File: config.mk
export PLATFORM = sky130hd
export DESIGN_NAME = bra_ram
export DESIGN_NICKNAME = d
export VERILOG_FILES = /design/src/design/bra_ram.sv
export SDC_FILE = /design/constraint.sdc
export NUM_CORES = 1
export LEC_CHECK = 0
export ABC_AREA = 0
export BUFFER_PORTS_ARGS = -buffer_cell sky130_fd_sc_hd__buf_2
export CAP_MARGIN = 20
export CORE_ASPECT_RATIO = 0.5
export CORE_UTILIZATION = 38
export DETAILED_ROUTE_END_ITERATION = 10
export PLACE_DENSITY_LB_ADDON = 0.08
export SLEW_MARGIN = 15
export SYNTH_ARGS = -nofsm -noshare
export SYNTH_HDL_FRONTEND = slang
export SYNTH_SLANG_ARGS = --single-unit
File: constraint.sdc
create_clock -name clk_i -period 4.9 [get_ports clk_i]
set_clock_uncertainty 0.2 [all_clocks]
set_input_delay 0.49 -clock clk_i [delete_from_list [all_inputs] [get_ports clk_i]]
set_output_delay 0.49 -clock clk_i [all_outputs]
set_load 0.005 [all_outputs]
File: src/design/bra_ram.sv
// Generic simple dual-port RAM: one write port, one registered read port.
// No dependencies.
`timescale 1ns / 1ps
`default_nettype none

module bra_ram #(
  parameter  int Width = 8,
  parameter  int Depth = 16,
  localparam int AddrW = (Depth > 1) ? $clog2(Depth) : 1
) (
  input  logic             clk_i,
  input  logic             we_i,
  input  logic [AddrW-1:0] waddr_i,
  input  logic [Width-1:0] wdata_i,
  input  logic             re_i,
  input  logic [AddrW-1:0] raddr_i,
  output logic [Width-1:0] rdata_o
);

  logic [Width-1:0] mem_q [Depth];
  logic [Width-1:0] rdata_q;

  always_ff @(posedge clk_i) begin
    if (we_i) begin
      mem_q[waddr_i] <= wdata_i;
    end
    if (re_i) begin
      rdata_q <= mem_q[raddr_i];
    end
  end

  assign rdata_o = rdata_q;

endmodule

`default_nettype wire

==> impl_metrics.ini <==
[setup_path]
crit_chain = buf_2 > buf_4 > mux4_1 > a22oi_1 > nand2_1
critPathArrivalTime_ns = 2.35
end_kind = register
cpMaxStageDelayCell = mux4_1
crit_family = buffers and inverters
regToRegStartpoint = mem_q[0][1]$_DFFE_PP_
r2r_slack_ns = 3.05
crit_fanout = 22
crit_path_max_incr_delay_ns = 0.57
timing.rr.end = rdata_o[1]$_DFFE_PP_
critPathRequiredTime_ns = 4.85
start_kind = input pin
cp.buffers_inverters = 2
r2r_cells = 3
path_depth = 5
crit_type = input pin to register

[finish]
syn_to_final_growth_pct = 16.3
drive_gt1_share_pct = 28.2
seqCellArea_um2 = 4080
antenna_cells = 0
fill_cells = 1084
multiInputGateArea_um2 = 1060
final_area_um2 = 6080
fin_nets = 287

[sta]
rsz0062_at_grt = false
post-route-period-util_pct = 48.9
max_slew_margin_pct = 28.2
period_needed_ns = 2.39
finalSetupViolCount = 0
tightest_slew_ns = 1.07
finalHoldViolCount = 0
fin_ws_ns = 2.51
finalMaxSlewViolations = 0
finalSetupTns_ns = 0
max_freq_ghz = 0.418

[synthesis]
synthAdderAreaFrac_pct = 0
yosys-top-cells-area = edfxtp_1 (78%), mux4_2 (7.8%), mux4_1 (7.0%), a22oi_1 (2.3%), nor2_1 (0.93%)
synth_nets = 248
synth.most_common_cell = edfxtp_1
yosysUniqueCellTypes = 18
synth-seq-cells = 136
syn_area_um2 = 5230
yosys.area_share.simple_pct = 3.14
synth-edff-count = 136
syn_area_per_cell_um2 = 22.8
netlist_instances = 229
synth-xor-area-share_pct = 0
ys_warn_count = 0
ys_seq_area_share_pct = 78.1
synth_ff_type = edfxtp_1
muxShareOfSynthArea_pct = 14.8
synth_top_area_share_pct = 78.1
ys_top_cells_by_count = edfxtp_1 (136), mux4_2 (18), a22oi_1 (16)
yosys.area.top_type = edfxtp_1
synth-compound-area-share_pct = 2.30
async_flop_share_pct = 0
synth_top_family_by_area = multiplexers

[hold_path]
hp-class = input pin to register
min_path_cells = 1
hold_end = rdata_o[0]$_DFFE_PP_
min_from = re_i

[clocking]
htreeDepth = 4
cts_max_path_buffers = 2
clk_latency_ns = 0.41
post_cts_resize_count = 0
clock_sinks = 136
cts_setup_buffers = 0
cts_hold_buf = 0
numCtsBuffers = 17
clockRootBuffer = clkbuf_16
cts_tree = yes
clk_pin_slew_ns = 0.06

[floorplanning]
die_w_um = 168
fp.dieArea_um2 = 14300
initial_core_util_pct = 40.1
io_pins = 27
die_height_um = 84.9
num_rows = 29
coreArea_um2 = 13000

[route]
drc_errors = 0
wl_um = 10800
vias = 2385
postRouteAntennaNets = 0
detailedRoute.firstPassIterationCount = 4
wire_per_inst_um = 24.0
via_per_inst = 5.30
first_iter_violations = 280

[grt]
grt_usage_pct = 16.7
grt_overflow_total = 0
grt_pass1_vias = 2457
antenna_found_initial = 0
grt_max_degree = 33
grt_pass1_wl_um = 15900

[placed_design]
place_area_um2 = 5520
numPortBuffers = 26
dp_hpwl_um = 6650
dp_slack_ns = 2.03
place_congestion = 0.749

[pwr]
power_density_nw_per_um2 = 435
p_leak_nw = 2.00
ir_drop_mv = 0.232

[run_status]
outcome = complete, no violations

[job]
max_cap_violations = 0
-- routing by layer --
layer	GRT usage [%]	share of wire, %
met1	23.7	46
met4	6.51	0.96
met3	4.52	9.6
met5	0	0
met2	24.8	43
-- registers in the layout, summed over array words and instances, names as in the netlist --
register	flops
mem_q	128
rdata_o	8
-- where the power goes --
part | switching [W] | total, W | internal [W]
logic | 0.0000702 | 0.000116 | 0.0000460
registers | 0.00000626 | 0.00132 | 0.00131
clock network | 0.000465 | 0.00121 | 0.000744
-- cell families after synthesis --
family,after synthesis
buf+inv,10
simple gates,35
compound gates,16
mux,32
flops,136
-- area by class of cell --
cell class                      count  share of cell area [%]
Sequential cell                   136                    67.1
Multi-Input combinational cell     83                    17.5
Clock buffer                       19                    7.12
Tap cell                          170                    3.50
Timing Repair Buffer               30                    2.63
Clock inverter                     12                    2.14
-- worst max-delay path by stage --
stage / from / end / slack (ns)
after floorplan: waddr_i[2] / mem_q[0][0]$_DFFE_PP_ / 2.72
after global placement: raddr_i[0] / rdata_o[0]$_DFFE_PP_ / 2.01
after detailed placement: raddr_i[0] / rdata_o[0]$_DFFE_PP_ / 2.03
after CTS: raddr_i[0] / rdata_o[0]$_DFFE_PP_ / 2.46
after global routing: raddr_i[0] / rdata_o[5]$_DFFE_PP_ / 2.35
final: raddr_i[0] / rdata_o[5]$_DFFE_PP_ / 2.51
-- worst register-to-register path, delay by kind of cell, from the launching register on --
kind               cells  cell delay, ns
muxes                  1            0.49
AOI/OAI and AO/OA      1            0.44
DFF                    1            0.36
and+or+nand+nor        1            0.10
-- layout by cell type, fill, tap and decap left out, types with 3 or more instances in the layout --
| master | netlist | layout |
|---|---|---|
| edfxtp_1 | 136 | 136 |
| buf_2 | 3 | 26 |
| mux4_2 | 18 | 18 |
| clkbuf_16 | 0 | 17 |
| a22oi_1 | 16 | 16 |
| mux4_1 | 14 | 14 |
| nor2_1 | 13 | 13 |
| nand2_1 | 9 | 9 |
| clkinv_4 | 0 | 4 |
| clkinv_2 | 0 | 4 |
| buf_4 | 1 | 4 |
| nor3_1 | 4 | 3 |
-- metrics by stage --
step / std cells / util [%] / hold WS (ns) / power, W
final: 450 / 46.7 / 0.256 / 0.00264
after global routing: 450 / 46.7 / 0.241 / 0.00272
after CTS: 450 / 46.7 / 0.239 / 0.00266
after detailed placement: 419 / 42.4 / 0.534 / 0.00146
after global placement: 419 / 42.4 / 0.524 / 0.00146
after floorplan: 229 / - / 0.389 / 0.00141
(Power assumes the default switching activity.)
