`src/design/bra_pkg.sv`:
```
// Shared constants, opcodes and inter-stage types for the bitmap run allocator.
// No dependencies; every other design file but bra_ram imports this package.
`timescale 1ns / 1ps
`default_nettype none

package bra_pkg;

  // Map geometry
  localparam int MapBytes = 512;
  localparam int MapBits  = MapBytes * 8;
  localparam int WordW    = 64;
  localparam int WordLg   = $clog2(WordW);
  localparam int Words    = (MapBits + WordW - 1) / WordW;
  localparam int WordAw   = (Words > 1) ? $clog2(Words) : 1;

  // Field widths
  localparam int OpW  = 2;
  localparam int IdxW = 12;
  localparam int CntW = 13;

  // Stream widths, padded to whole bytes
  localparam int InW  = ((IdxW + 1 + CntW + 7) / 8) * 8;
  localparam int OutW = ((2 + IdxW + 7) / 8) * 8;

  typedef enum logic [OpW-1:0] {
    OP_CLEAR = 2'd0,
    OP_READ  = 2'd1,
    OP_WRITE = 2'd2,
    OP_SCAN  = 2'd3
  } op_e;

  // Per-word scan summary, registered after the RAM read
  typedef struct packed {
    logic              vld;
    logic [WordAw-1:0] addr;
    logic [WordW-1:0]  pz;     // bits below the lowest set bit
    logic [WordW-1:0]  inrun;  // run of len zeros ends here, inside the word
    logic [WordLg:0]   topz;   // free bits at the top end of the word
  } word_info_t;

  typedef struct packed {
    logic            hit;
    logic            done;
    logic [IdxW-1:0] start;
  } match_t;

endpackage

`default_nettype wire

```
`src/design/bra_run_track.sv`:
```
// Scan stage 2: carries the free run across words and finds the first fit.
// Depends on bra_pkg.
`timescale 1ns / 1ps
`default_nettype none

module bra_run_track (
  input  logic                     clk_i,
  input  logic                     rst_ni,
  input  logic                     clr_i,
  input  logic [bra_pkg::CntW-1:0] len_i,
  input  bra_pkg::word_info_t      info_i,
  output bra_pkg::match_t          match_o
);
  import bra_pkg::*;

  logic [CntW-1:0] run_d, run_q;

  always_comb begin
    logic [CntW-1:0]   need;
    logic [WordW-1:0]  thr;
    logic [WordW-1:0]  cand;
    logic [WordLg-1:0] pos;
    logic [CntW:0]     endp;
    logic [CntW:0]     start_full;

    need = len_i - run_q;
    for (int p = 0; p < WordW; p++) begin
      thr[p] = ((p + 1) >= int'(need));
    end
    cand = (info_i.pz & thr) | info_i.inrun;

    pos = '0;
    for (int p = WordW - 1; p >= 0; p--) begin
      if (cand[p]) begin
        pos = WordLg'(p);
      end
    end
    endp       = (CntW+1)'({info_i.addr, pos}) + (CntW+1)'(1);
    start_full = endp - (CntW+1)'(len_i);

    match_o.hit   = info_i.vld && (|cand);
    match_o.done  = info_i.vld && ((|cand) || (info_i.addr == WordAw'(Words - 1)));
    match_o.start = start_full[IdxW-1:0];

    run_d = run_q;
    if (clr_i) begin
      run_d = '0;
    end else if (info_i.vld) begin
      if (info_i.topz[WordLg]) begin
        run_d = run_q + CntW'(WordW);
      end else begin
        run_d = CntW'(info_i.topz);
      end
    end
  end

  always_ff @(posedge clk_i or negedge rst_ni) begin
    if (!rst_ni) begin
      run_q <= '0;
    end else begin
      run_q <= run_d;
    end
  end

endmodule

`default_nettype wire

```
`config.mk`:
```
export PLATFORM = sky130hd
export DESIGN_NAME = bra_run_track
export DESIGN_NICKNAME = d
export VERILOG_FILES = /design/src/design/bra_pkg.sv /design/src/design/bra_run_track.sv
export SDC_FILE = /design/constraint.sdc
export NUM_CORES = 1
export LEC_CHECK = 0
export BUFFER_PORTS_ARGS = -buffer_cell sky130_fd_sc_hd__buf_2
export CAP_MARGIN = 0
export CORE_MARGIN = 5
export CORE_UTILIZATION = 40
export DETAILED_ROUTE_END_ITERATION = 8
export PLACE_DENSITY = 0.67
export SYNTH_ARGS = -nofsm -noshare
export SYNTH_HDL_FRONTEND = slang
export SYNTH_SLANG_ARGS = --single-unit
```
`constraint.sdc`:
```
create_clock -name clk_i -period 14.8 [get_ports clk_i]
set_input_delay 2.22 -clock clk_i [delete_from_list [all_inputs] [get_ports clk_i]]
set_output_delay 2.22 -clock clk_i [all_outputs]
set_load 0.005 [all_outputs]
```
==> impl_metrics.csv <==
group,metric,value,unit
critical_path,worstReg2RegStart,"run_q[6]$_DFFE_PN0P_",
layout,fillerInstances,1218,
critical_path,cpLargestDelayFamily,"compound AO/OA/AOI/OAI gates",
logic_synthesis,synthDistinctLibCells,76,
sta,fin_tns_setup,0,ps
layout,utilization,0.4981,
clocking,ctsLongestPathBuffers,2,
die,core.rowCount,39,
die,die_area,14040,um2
drt,first_pass_iters,7,
sta,hold_viol_final,0,
die,ios,172,
global_route,grt_pass1_wl,29880,um
critical_path,worstPathRequired,12580,ps
power,p_int,0.1534,mW
placement,hpwl,15770,um
logic_synthesis,synth_ff_type,"dfrtp_1",
job,cap_violations,0,
clocking,post-cts-setup-buffers,0,
logic_synthesis,synth_seq_cells,13,
sta,clock.fmax,82.79,MHz
sta,finalSetupViolCount,0,
min_path,worstHoldPathCells,2,
drt,vias_per_cell,6.505,
clocking,cts-root-buf,"clkbuf_16",
drt,routed_wl,19300,um
die,die_width,118.5,um
clocking,cts.clk_slew.worst_paths,40,ps
die,initial_utilization,0.4106,
logic_synthesis,synth_edf_count,0,
min_path,hold_path.startpoint,"run_q[5]$_DFFE_PN0P_",
logic_synthesis,synthArstFlopShare,1.000,
critical_path,cp.depth,28,
sta,min_period,12080,ps
logic_synthesis,synth-seq-area-share,0.06909,
global_route,antenna_found_initial,0,
critical_path,cp-end-kind,"output port",
die,die_y,118.5,um
power,p_clk_frac,0.164,
placement,place_inst,984,
sta,slew_headroom,0.1445,
sta,finalWorstSetupSlack,2721,ps
clocking,cts_hold_buf,0,
drt,ant_nets,0,
power,power.net_switching,0.1621,mW
placement,pre_cts_slack,2932,ps
clocking,postCtsResizedCells,0,
power,p_per_area,55.23,nW/um2
critical_path,start_kind,"input pin",
power,leakagePower,2.486,nW
layout,fin_area,5712,um2
global_route,grt_pass1_vias,5934,
clocking,cts_made_buffers,3,
critical_path,max_stage_delay,970,ps
layout,reg_top3,"run_q: 13 flops",
layout,fin_cells,988,
global_route,gr-total-overflow,0,
power,ir_drop,0.00005979,V
logic_synthesis,syn-num-nets,892,
power,sw_frac_of_total,0.5138,
layout,largest_reg_flops,13,
global_route,track_usage,0.2499,
layout,final_nets,1040,
placement,port_buffers,171,
logic_synthesis,avgSynthCellArea,6.745,um2
layout,largest_register,"run_q",
critical_path,cp-startpoint,"len_i[4]",
critical_path,crit_fanout,26,
layout,areaGrowthSynthToFinish,21.31,%
sta,grt_setup_unrepaired,"no",
sta,worst_pin_slew,1248,ps
drt,wire_per_inst,19.53,um
clocking,clk_latency,240,ps
placement,dpl_cell_area,5633,um2
logic_synthesis,yosys_warnings,0,
clocking,cts_max_level,1,
placement,place.gp.congestion,1.019,
critical_path,path_buf_inv,2,
critical_path,rr_worst_depth,5,
drt,drt_iter0_markers,864,
sta,post-route-period-util,0.8161,
die,core-area,11470,um2
layout,antenna_cells,0,
run_status,status,"finished, final reports clean",
logic_synthesis,netlist_instances,698,
clocking,cts_tree,"built",
drt,vias,6427,
sta,maxSlewViolCount,0,
sta,fin_skew,0.9958,ps
power,sequentialPowerShare,0.119,
layout,drive_gt1_frac,0.2473,
power,power_frac_comb,0.717,
critical_path,path_class,"input pin to output port",
critical_path,crit_arrival,9860,ps
logic_synthesis,synth_area,4708,um2
global_route,grt_max_degree,37,
critical_path,critical-path-slowest-cell,"mux2i_1",
drt,route.detailed.drc,0,
min_path,hold_path_class,"flip-flop to flip-flop",
clocking,cts.sinks,13,
-- worst paths after layout --
kind | slack (ps) | end
max | 2720 | match_o[11]
min | 530 | run_q[5]$_DFFE_PN0P_
max reg2reg | 13420 | run_q[12]$_DFFE_PN0P_
min reg2reg | 530 | run_q[5]$_DFFE_PN0P_
max in group asynchronous | 12690 | run_q[5]$_DFFE_PN0P_
min in group asynchronous | 1870 | run_q[7]$_DFFE_PN0P_
-- metrics by stage --
| stage | total power, mW | hold WS, ps |
|---|---|---|
| 3_3_place_gp | 0.2574 | 506.5 |
| 2_1_floorplan | 0.1766 | 489.2 |
| 6_report | 0.3155 | 533.6 |
| 3_5_place_dp | 0.2561 | 523.2 |
| 5_1_grt | 0.3368 | 560.9 |
| 4_1_cts | 0.3085 | 533.4 |
-- Yosys cell counts (7+ instances only) --
cell type   n  area share
or4_1       9       0.014
a211oi_1   12       0.019
nand3_1    27       0.029
o21bai_1    8       0.013
xor2_1      7       0.013
ha_1       34       0.090
mux2i_1     7       0.015
buf_2       7      0.0074
o21ai_1     7      0.0074
nor2b_1     7      0.0093
a21boi_0    7       0.011
nand4_1    17       0.023
xnor2_1    15       0.028
o2111ai_1   8       0.015
nor2_1     67       0.053
and2_1      7      0.0093
clkbuf_1   19       0.015
nand2_1    48       0.038
a21oi_1    56       0.060
o21ai_0    65       0.069
a31oi_1    18       0.024
nor3_1     21       0.022
a2111oi_0   7       0.013
a41oi_1     7       0.013
inv_1      43       0.034
o21a_1     12       0.019
dfrtp_1    13       0.069
-- worst min-delay path, cell delays in order (launching register included) --
cell	delay, ps
dfrtp_1	350
mux2i_1	70
nor2_1	80
-- layer usage --
metal  track usage  wire, um  vias to the layer above  part of all wire
li1              -         -                     3011                 -
met5             0         0                        -                 0
met3       0.04537      2185                       53              0.11
met2        0.4110      8752                      456              0.45
met4       0.07158       576                        0             0.030
met1        0.3352      7782                     2907              0.40
-- cell families (layout without fill, tap and decap cells) --
family                     after synthesis  after routing  synth area share
muxes                                    8              8           0.01780
DFF                                     13             13           0.06909
buffers and inverters                   76            223           0.06883
AOI/OAI and AO/OA                      299            299            0.4430
xor gates and xnor gates                22             22           0.04093
adders and majority gates               36             36           0.09886
and+or+nand+nor                        244            244            0.2615
-- layout make-up --
class / count / area [um2] / area share
inverter: 43 / 161.4 / 0.02826
multi-input combinational: 609 / 4074 / 0.7133
clock buffer: 4 / 78.83 / 0.01380
timing repair buffer: 176 / 893.4 / 0.1564
sequential: 13 / 325.3 / 0.05696
tap: 143 / 178.9 / 0.03133
-- power by group through the flow --
stage / Sequential (mW) / Clock, mW / Combinational, mW
5_1_grt: 0.0375 / 0.0544 / 0.245
3_3_place_gp: 0.0379 / 0 / 0.220
6_report: 0.0374 / 0.0517 / 0.226
4_1_cts: 0.0374 / 0.0515 / 0.220
3_5_place_dp: 0.0380 / 0 / 0.218
2_1_floorplan: 0.0377 / 0 / 0.139
-- placed cells by master (no fill, tap or decap), drive strengths merged, types with 10 or more instances in the layout --
| cell | n |
|---|---|
| nand3 | 28 |
| buf | 176 |
| inv | 43 |
| nor2 | 67 |
| or4 | 10 |
| o21ai | 72 |
| xnor2 | 15 |
| a31oi | 18 |
| a21oi | 57 |
| ha | 34 |
| o21a | 12 |
| a211oi | 17 |
| nand2 | 48 |
| nor3 | 23 |
| nand4 | 17 |
| dfrtp | 13 |
(Power assumes the default switching activity.)
