===== config.mk =====
export PLATFORM = sky130hd
export DESIGN_NAME = bra_word_eval
export DESIGN_NICKNAME = d
export VERILOG_FILES = /design/src/design/bra_pkg.sv /design/src/design/bra_word_eval.sv
export SDC_FILE = /design/constraint.sdc
export NUM_CORES = 1
export LEC_CHECK = 0
export BUFFER_PORTS_ARGS = -buffer_cell sky130_fd_sc_hd__buf_2
export CORE_ASPECT_RATIO = 1.5
export CORE_MARGIN = 10
export CORE_UTILIZATION = 32
export DETAILED_ROUTE_END_ITERATION = 6
export PLACE_DENSITY = 0.47
export SLEW_MARGIN = 40
export SYNTH_ARGS = -nofsm -noshare
export SYNTH_HDL_FRONTEND = slang
export SYNTH_SLANG_ARGS = --single-unit

===== constraint.sdc =====
create_clock -name clk_i -period 0.8 [get_ports clk_i]
set_input_delay 0.12 -clock clk_i [delete_from_list [all_inputs] [get_ports clk_i]]
set_output_delay 0.12 -clock clk_i [all_outputs]
set_load 0.02 [all_outputs]

===== src/design/bra_pkg.sv =====
// Shared constants, opcodes and inter-stage types for the bitmap run allocator.
// No dependencies; every other design file but bra_ram imports this package.
`timescale 1ns / 1ps
`default_nettype none

package bra_pkg;

  // Map geometry
  localparam int MapBytes = 512;
  localparam int MapBits  = MapBytes * 8;
  localparam int WordW    = 64;
  localparam int WordLg   = $clog2(WordW);
  localparam int Words    = (MapBits + WordW - 1) / WordW;
  localparam int WordAw   = (Words > 1) ? $clog2(Words) : 1;

  // Field widths
  localparam int OpW  = 2;
  localparam int IdxW = 12;
  localparam int CntW = 13;

  // Stream widths, padded to whole bytes
  localparam int InW  = ((IdxW + 1 + CntW + 7) / 8) * 8;
  localparam int OutW = ((2 + IdxW + 7) / 8) * 8;

  typedef enum logic [OpW-1:0] {
    OP_CLEAR = 2'd0,
    OP_READ  = 2'd1,
    OP_WRITE = 2'd2,
    OP_SCAN  = 2'd3
  } op_e;

  // Per-word scan summary, registered after the RAM read
  typedef struct packed {
    logic              vld;
    logic [WordAw-1:0] addr;
    logic [WordW-1:0]  pz;     // bits below the lowest set bit
    logic [WordW-1:0]  inrun;  // run of len zeros ends here, inside the word
    logic [WordLg:0]   topz;   // free bits at the top end of the word
  } word_info_t;

  typedef struct packed {
    logic            hit;
    logic            done;
    logic [IdxW-1:0] start;
  } match_t;

endpackage

`default_nettype wire


===== src/design/bra_word_eval.sv =====
// Scan stage 1: summarizes one map word for run tracking, output registered.
// Depends on bra_pkg.
`timescale 1ns / 1ps
`default_nettype none

module bra_word_eval (
  input  logic                       clk_i,
  input  logic                       rst_ni,
  input  logic                       vld_i,
  input  logic [bra_pkg::WordAw-1:0] addr_i,
  input  logic                       wvalid_i,
  input  logic [bra_pkg::WordW-1:0]  rdata_i,
  input  logic [bra_pkg::CntW-1:0]   len_i,
  output bra_pkg::word_info_t        info_o
);
  import bra_pkg::*;

  word_info_t info_d, info_q;

  always_comb begin
    logic [WordW-1:0]          word;
    logic [WordW-1:0]          rev;
    logic [WordW-1:0]          pzr;
    logic [WordLg:0][WordW-1:0] pw;
    logic [WordLg:0]           off;
    logic [WordW-1:0]          inrun;

    word = wvalid_i ? rdata_i : '0;
    // bits past the end of the map count as taken
    for (int b = 0; b < WordW; b++) begin
      if ((int'(addr_i) * WordW + b) >= MapBits) begin
        word[b] = 1'b1;
      end
    end
    for (int b = 0; b < WordW; b++) begin
      rev[b] = word[WordW-1-b];
    end
    pzr = (rev - WordW'(1)) & ~rev;

    // pw[i][q]: bits q-2^i+1 .. q all free
    pw[0] = ~word;
    for (int i = 1; i <= WordLg; i++) begin
      pw[i] = pw[i-1] & (pw[i-1] << (1 << (i-1)));
    end

    inrun = '1;
    for (int i = 0; i <= WordLg; i++) begin
      off = (len_i[WordLg:0] >> (i + 1)) << (i + 1);
      if (len_i[i]) begin
        inrun = inrun & (pw[i] << off);
      end
    end
    if (len_i > CntW'(WordW)) begin
      inrun = '0;
    end

    info_d.vld   = vld_i;
    info_d.addr  = addr_i;
    info_d.pz    = (word - WordW'(1)) & ~word;
    info_d.inrun = inrun;
    info_d.topz  = (WordLg+1)'($countones(pzr));
  end

  always_ff @(posedge clk_i or negedge rst_ni) begin
    if (!rst_ni) begin
      info_q <= '0;
    end else begin
      info_q <= info_d;
    end
  end

  assign info_o = info_q;

endmodule

`default_nettype wire


==> metrics.log, run 1 <==
INFO  metric run_status = aborted with a tool error
INFO  metric flow.stopped_at = 5_1_grt
INFO  metric error_message = [ERROR GRT-0232] Routing congestion too high. Check the congestion heatmap in the GUI.
INFO  metric number_of_enable_flip_flop_cells_after_synthesis = 0
INFO  metric ys.warnings.count = 0
INFO  metric pre_cts_ws = -6510 ps
INFO  metric dp_hpwl = 125000 um
INFO  metric top_area_cells_in_the_synthesized_netlist = dfrtp_1, mux4_2, fa_1, nor2_1, a21oi_1
INFO  metric postSynth.asyncResetShare = 1.00
INFO  metric cell_type_with_the_highest_aggregate_area_in_the_netlist = dfrtp_1
INFO  metric floorplan.initialDensity = 0.322
INFO  metric postSynthNetCount = 2340
INFO  metric synth.avg_cell_area = 7.89 um^2
INFO  metric clock_tree.root_cell = clkbuf_16
INFO  metric cts-root-to-sink-buffers = 2
INFO  metric grt_max_degree = 35
INFO  metric placement.io_buffers = 228
INFO  metric dp.cells = 3946
INFO  metric yosysUniqueCellTypes = 90
INFO  metric placementRows = 104
INFO  metric post_synth_most_frequent_cells = nor2_1, nand2_1, clkbuf_1
INFO  metric num_io_pins = 229
INFO  metric htree_levels = 4
INFO  metric grtUsageTotal = 0.470
INFO  metric cts_made_buffers = 17
INFO  metric yosysMostFrequentCell = nor2_1
INFO  metric syn_inst = 2184
INFO  metric syn-cell-area = 17200 um^2
INFO  metric ys_dominant_reg_cell = dfrtp_1
INFO  metric fp.dieW = 209 um
INFO  metric die_height = 304 um
INFO  metric placer_congestion = 1.21
INFO  metric cts.sinks = 142
INFO  metric synth-seq-cells = 142
INFO  metric grt_overflow_total = 2
INFO  metric synth_top_area_share = 0.206
INFO  metric ys_seq_area_frac = 0.206
[stage by stage]
stage                     hold slack, ps  instance area (um^2)  utilization  setup TNS, ps
after floorplan                     -176                 19400            -        -133240
after global placement              4.45                 28100        0.525        -229720
after detailed placement            19.7                 28100        0.525        -232290
after CTS                            125                 31200        0.583        -189820
[metal layers]
metal / track usage / GRT overflow
met1: 0.536 / 0
met2: 0.691 / 2
met3: 0.154 / 0
met4: 0.417 / 0
met5: 0.0125 / 0
[cell families after synthesis]
logic type | synth area share
muxes | 0.121
DFF | 0.206
and+or+nand+nor | 0.220
xor gates and xnor gates | 0.00203
AOI/OAI and AO/OA | 0.300
adders and majority gates | 0.0732
buffers and inverters | 0.0776
[timing repair]
| item | 4_1_cts |
|---|---|
| setup endpoints to repair | 277 |
| endpoints found under the hold margin | 149 |
| pin swaps | 124 |
| setup buffers | 76 |
| cloned | 2 |
| hold buffers | 8 |
| gates resized for setup | 399 |
==> inputs of run 2 (changes only) <==
--- a/config.mk
+++ b/config.mk
@@ -6,11 +6,10 @@
 export NUM_CORES = 1
 export LEC_CHECK = 0
 export BUFFER_PORTS_ARGS = -buffer_cell sky130_fd_sc_hd__buf_2
-export CORE_ASPECT_RATIO = 1.5
 export CORE_MARGIN = 10
-export CORE_UTILIZATION = 32
+export CORE_UTILIZATION = 20
 export DETAILED_ROUTE_END_ITERATION = 6
-export PLACE_DENSITY = 0.47
+export PLACE_DENSITY_LB_ADDON = 0.15
 export SLEW_MARGIN = 40
 export SYNTH_ARGS = -nofsm -noshare
 export SYNTH_HDL_FRONTEND = slang
==> run 2 against run 1 <==
- the flow now finishes, with violations (setup timing)
- synthesized cell count did not move
- area after synthesis is the same
==> metrics.log, run 2 <==
INFO  metric detailedRoute.firstPassIterationCount = 7
INFO  metric drt-vias-per-instance = 5.78
INFO  metric cp-end-kind = flop
INFO  metric grt_pass1_wl = 242000 um
INFO  metric clock_tree.root_cell = clkbuf_16
INFO  metric cp_most_frequent_cell = fa_1
INFO  metric final.setup.worst_slack = -5900 ps
INFO  metric finish.instance_area = 33400 um^2
INFO  metric die_height = 313 um
INFO  metric power.switching_fraction = 0.437
INFO  metric htree_levels = 4
INFO  metric maxcap_violations = 0
INFO  metric power.share.sequential = 0.191
INFO  metric post-route-drc-count = 0
INFO  metric top_area_cells_in_the_synthesized_netlist = dfrtp_1, mux4_2, fa_1, nor2_1, a21oi_1
INFO  metric finish.net_count = 3556
INFO  metric rsz0062_at_grt = true
INFO  metric cts-root-to-sink-buffers = 2
INFO  metric slew_headroom = 0.462
INFO  metric pre_cts_ws = -6670 ps
INFO  metric routed_wl = 183000 um
INFO  metric p_int = 0.0222 W
INFO  metric postSynthNetCount = 2340
INFO  metric worst_path_largest_cell_delay = 620 ps
INFO  metric final-seq-area = 3550 um^2
INFO  metric layout_commonest_cell = buf_4
INFO  metric p_clk_frac = 0.207
INFO  metric ys_dominant_reg_cell = dfrtp_1
INFO  metric critical_path.startpoint_type = input pin
INFO  metric drive_gt1_frac = 0.599
INFO  metric dieArea = 98300 um^2
INFO  metric num_io_pins = 229
INFO  metric drt_first_iter_violations = 3730
INFO  metric post_synth_most_frequent_cells = nor2_1, nand2_1, clkbuf_1
INFO  metric finalMaxSlewViolations = 0
INFO  metric path_max_fanout = 2
INFO  metric setup-tns-final = -205850 ps
INFO  metric max_freq = 0.149 GHz
INFO  metric ir_drop = 1.42 mV
INFO  metric number_of_global_route_vias_before_repair = 26200
INFO  metric number_of_enable_flip_flop_cells_after_synthesis = 0
INFO  metric net-switching-power = 0.0172 W
INFO  metric routed_wire_length_per_instance = 40.1 um
INFO  metric syn_inst = 2184
INFO  metric cell_type_with_the_highest_aggregate_area_in_the_netlist = dfrtp_1
INFO  metric postSynth.asyncResetShare = 1.00
INFO  metric core-area = 85300 um^2
INFO  metric setup_viol = 277
INFO  metric placer_congestion = 1.03
INFO  metric ys.warnings.count = 0
INFO  metric worstPathArrival = 7030 ps
INFO  metric floorplan.initialDensity = 0.202
INFO  metric drt.antenna.violating_nets = 0
INFO  metric timing.hold.worst.class = input pin to async pin
INFO  metric fillCellCount = 8987
INFO  metric cts.sinks = 142
INFO  metric power.combinational.fraction = 0.602
INFO  metric timing.critical_path.required = 1130 ps
INFO  metric grtUsageTotal = 0.359
INFO  metric tightest_slew = 798 ps
INFO  metric run_status = finished, violations left
INFO  metric multiInputGateArea = 15400 um^2
INFO  metric layout_common_cells = buf_4, buf_2, nor2_1
INFO  metric p_leak = 14.9 nW
INFO  metric setup.worst_path.class = input pin to flop
INFO  metric hold_viol = 0
INFO  metric fp.dieW = 313 um
INFO  metric dp_hpwl = 156000 um
INFO  metric crit_slowest_cell = o41a_1
INFO  metric yosysUniqueCellTypes = 90
INFO  metric max_reg_flops = 142
INFO  metric synth-seq-cells = 142
INFO  metric cts_made_buffers = 17
INFO  metric violations_in_the_final_reports = setup timing
INFO  metric antenna_found_initial = 18
INFO  metric power_density = 1180 nW/um^2
INFO  metric yosysMostFrequentCell = nor2_1
INFO  metric clk_pin_slew = 60 ps
INFO  metric ys_seq_area_frac = 0.206
INFO  metric synth.avg_cell_area = 7.89 um^2
INFO  metric syn-cell-area = 17200 um^2
INFO  metric dpl-instance-area = 29000 um^2
INFO  metric layout_worst_path_cycle_share = 8.37
INFO  metric syn2layout_area_growth = 93.8%
INFO  metric synth_top_area_share = 0.206
INFO  metric grt_max_degree = 34
INFO  metric placement.io_buffers = 228
INFO  metric grt_overflow_total = 0
INFO  metric detailroute.via_count = 26400
INFO  metric clock_tree_from_tritoncts = built
INFO  metric placementRows = 107
INFO  metric post_route_minimum_period = 6700 ps
run 2: per-layer routing:
layer  share of wire  global-route usage
met1            0.44               0.505
met2            0.41               0.519
met3           0.095              0.0802
met4           0.053               0.152
met5         0.00015             0.00839
run 2: kinds of logic (layout without fill, tap and decap cells):
kind of cell,Yosys count,after routing,synth area share
AOI/OAI and AO/OA,739,739,0.300
and+or+nand+nor,772,772,0.220
xor gates and xnor gates,4,4,0.00203
other,0,5,0
buffers and inverters,333,1562,0.0776
adders and majority gates,69,69,0.0732
muxes,125,125,0.121
DFF,142,142,0.206
run 2: layout make-up:
class,count,share of cell area
multi-input combinational,1709,0.462
clock buffer,18,0.0132
clock inverter,14,0.00480
inverter,79,0.00926
antenna,5,0.000375
sequential,142,0.106
timing repair buffer,1451,0.361
tap,1144,0.0429
run 2: power by group through the flow:
stage	clock network (W)	logic (W)	registers (W)
after floorplan	0	0.00831	0.00795
after global placement	0	0.0204	0.00764
after detailed placement	0	0.0203	0.00764
after CTS	0.00841	0.0221	0.00751
after global routing	0.00866	0.0244	0.00752
final	0.00814	0.0237	0.00751
run 2: timing repair:
| action | 4_1_cts | 5_1_grt |
|---|---|---|
| gates resized for setup | 422 | 231 |
| endpoints found under the setup margin | 277 | 277 |
| hold endpoints to repair | 149 | 0 |
| gates cloned | 1 | 0 |
| hold buffers | 8 | 0 |
| buffers inserted | 51 | 49 |
| pin swaps | 96 | 101 |
run 2: through the flow:
| step | power (W) | hold WS [ps] | util | instances |
|---|---|---|---|---|
| after floorplan | 0.0163 | -176 | - | 2184 |
| after global placement | 0.0281 | 37.9 | 0.340 | 4434 |
| after detailed placement | 0.0280 | 40.3 | 0.340 | 4434 |
| after CTS | 0.0381 | 126 | 0.376 | 4517 |
| after global routing | 0.0406 | 151 | 0.391 | 4559 |
| final | 0.0393 | 136 | 0.391 | 4562 |
run 2: worst max-delay path: cells and delay by family:
family | cells | cell delay [ps]
AOI/OAI and AO/OA | 3 | 870
adders and majority gates | 10 | 4140
and+or+nand+nor | 7 | 1360
buffers and inverters | 6 | 510
run 2: worst max-delay path by stage:
stage,start,cells after the start,end,slack (ps)
after floorplan,rdata_i[30],26,info_o[6],-6010
after global placement,rdata_i[25],24,info_o[6],-6720
after detailed placement,rdata_i[25],24,info_o[6],-6670
after CTS,rdata_i[28],27,info_o[6],-5840
after global routing,rdata_i[36],27,info_o[6],-6160
final,rdata_i[3],26,info_o[6],-5900
Power figures use the tool's default switching activity.
==> inputs of run 3 (changes only) <==
--- a/config.mk
+++ b/config.mk
@@ -9,6 +9,7 @@
 export CORE_MARGIN = 10
 export CORE_UTILIZATION = 20
 export DETAILED_ROUTE_END_ITERATION = 6
+export GPL_TIMING_DRIVEN = 0
 export PLACE_DENSITY_LB_ADDON = 0.15
 export SLEW_MARGIN = 40
 export SYNTH_ARGS = -nofsm -noshare
==> run 3 against run 2 <==
- the flow finishes with violations (hold timing, setup timing)
- via count shrank 2.0%
- worst setup slack lost 170 ps
- clock-buffer cell count is the same
- flip-flop and latch count is the same
- critical path depth shrank 1
- power is essentially flat
- first-iteration DRC count grew 8.9%
- maximum frequency shrank 2.5%
- final cell count shrank 15%
- global-route usage grew 6.0 points
- clock power grew 2.9%
==> metrics.log, run 3 (synthesized netlist as in run 2, its figures left out) <==
INFO  metric cts_made_buffers = 17
INFO  metric fp.dieW = 313 um
INFO  metric instances_no_fill = 3863
INFO  metric floorplan.initialDensity = 0.202
INFO  metric dieArea = 98300 um^2
INFO  metric setup-tns-final = -210780 ps
INFO  metric drt-vias-per-instance = 6.69
INFO  metric clock_tree_from_tritoncts = built
INFO  metric max_reg_flops = 142
INFO  metric critical_path.startpoint_type = input pin
INFO  metric cp-end-kind = flop
INFO  metric htree_levels = 4
INFO  metric drive_gt1_frac = 0.564
INFO  metric core-area = 85300 um^2
INFO  metric startpoint = wvalid_i
INFO  metric grt_pass1_wl = 270000 um
INFO  metric clk_pin_slew = 70 ps
INFO  metric routed_wl = 215000 um
INFO  metric power_density = 1290 nW/um^2
INFO  metric worstPathArrival = 7210 ps
INFO  metric layout_common_cells = buf_2, buf_4, nor2_1
INFO  metric finish.net_count = 2855
INFO  metric setup.worst_path.class = input pin to flop
INFO  metric cts-root-to-sink-buffers = 2
INFO  metric placement.io_buffers = 208
INFO  metric hold_viol = 61
INFO  metric placementRows = 107
INFO  metric holdBufCountCts = 7
INFO  metric drt_first_iter_violations = 4063
INFO  metric pre_cts_ws = -7530 ps
INFO  metric path_max_fanout = 10
INFO  metric finish.utilization = 0.357
INFO  metric violations_in_the_final_reports = hold timing, setup timing
INFO  metric num_io_pins = 229
INFO  metric syn2layout_area_growth = 76.9%
INFO  metric finalMaxSlewViolations = 0
INFO  metric rsz0062_at_grt = true
INFO  metric drt.antenna.violating_nets = 0
INFO  metric timing.hold.worst.class = input pin to async pin
INFO  metric crit_slowest_cell = fa_2
INFO  metric ir_drop = 1.25 mV
INFO  metric number_of_global_route_vias_before_repair = 24700
INFO  metric worst_path_largest_cell_delay = 600 ps
INFO  metric cts.sinks = 142
INFO  metric placer_congestion = 1.09
INFO  metric maxcap_violations = 0
INFO  metric fillCellCount = 8854
INFO  metric slew_headroom = 0.280
INFO  metric post-route-drc-count = 0
INFO  metric routed_wire_length_per_instance = 55.6 um
INFO  metric timing.hold.ws = -407 ps
INFO  metric cp_most_frequent_cell = fa_1
INFO  metric post_route_minimum_period = 6870 ps
INFO  metric grtUsageTotal = 0.419
INFO  metric layout_worst_path_cycle_share = 8.58
INFO  metric layout_commonest_cell = buf_2
INFO  metric grt_max_degree = 82
INFO  metric grt_overflow_total = 0
INFO  metric dp.cells = 3560
INFO  metric die_height = 313 um
INFO  metric max_freq = 0.146 GHz
INFO  metric tightest_slew = 1080 ps
INFO  metric run_status = finished, violations left
INFO  metric clock_tree.root_cell = clkbuf_16
INFO  metric detailroute.via_count = 25800
INFO  metric dp_hpwl = 168000 um
INFO  metric antenna_found_initial = 19
INFO  metric detailedRoute.firstPassIterationCount = 6
INFO  metric setup_viol = 276
INFO  metric final.setup.worst_slack = -6070 ps
INFO  metric p_leak = 12.2 nW
INFO  metric timing.critical_path.required = 1150 ps
## run 3: cell types whose count changed in the layout (fill, tap and decap cells not counted), moves of 24 or more
cell,previous run,this run
buf_4,1028,206
clkbuf_8,1,45
buf_12,76,41
clkbuf_4,0,33
clkbuf_16,18,45
nand2_1,163,139
## run 3: layer usage
| metal | track usage | vias to the layer above | wire (um) |
|---|---|---|---|
| met3 | 0.156 | 717 | 26100 |
| met4 | 0.317 | 8 | 21000 |
| met1 | 0.521 | 13300 | 83700 |
| met2 | 0.581 | 2446 | 83900 |
| li1 | - | 9389 | - |
| met5 | 0.000494 | - | 52 |
## run 3: layout make-up
type,instances,area (um^2),area share
clock buffer,18,429,0.0141
tap,1144,1430,0.0470
buffer,244,3300,0.108
clock inverter,14,180,0.00591
timing repair buffer,506,4100,0.134
inverter,79,318,0.0104
multi-input combinational,1709,17100,0.563
sequential,142,3550,0.117
antenna,7,17.5,0.000575
## run 3: worst paths after layout
| kind | endpoint | slack, ps | cells past startpoint |
|---|---|---|---|
| max | info_o[6] | -6070 | 25 |
| min | info_o[115] | -410 | 1 |
| max in group asynchronous | info_o[9] | 420 | 2 |
| min in group clk_i | info_o[79] | 140 | 2 |
## run 3: what timing repair did
action / in CTS / in global routing
gates cloned: 1 / 2
setup endpoints to repair: 276 / 277
setup buffers: 195 / 79
pin swaps: 167 / 145
endpoints found under the hold margin: 68 / 61
gates resized for setup: 813 / 345
## run 3: through the flow
stage	cell area, um^2	total power, W
floorplan	19400	0.0163
detailed placement	22500	0.0249
global route	30500	0.0399
CTS	28500	0.0371
finish	30500	0.0393
global placement	21900	0.0246
## run 3: worst max-delay path: cells and delay by family
family	cells	cell delay, ps
compound gates	3	580
buf+inv	6	1110
fa+ha+maj	10	4650
simple gates	6	740
## run 3: power by group
group | switching [W] | total [W] | internal [W]
sequential | 0.0000599 | 0.00751 | 0.00745
clock | 0.00342 | 0.00838 | 0.00496
combinational | 0.0154 | 0.0234 | 0.00801
total | 0.0189 | 0.0393 | 0.0204
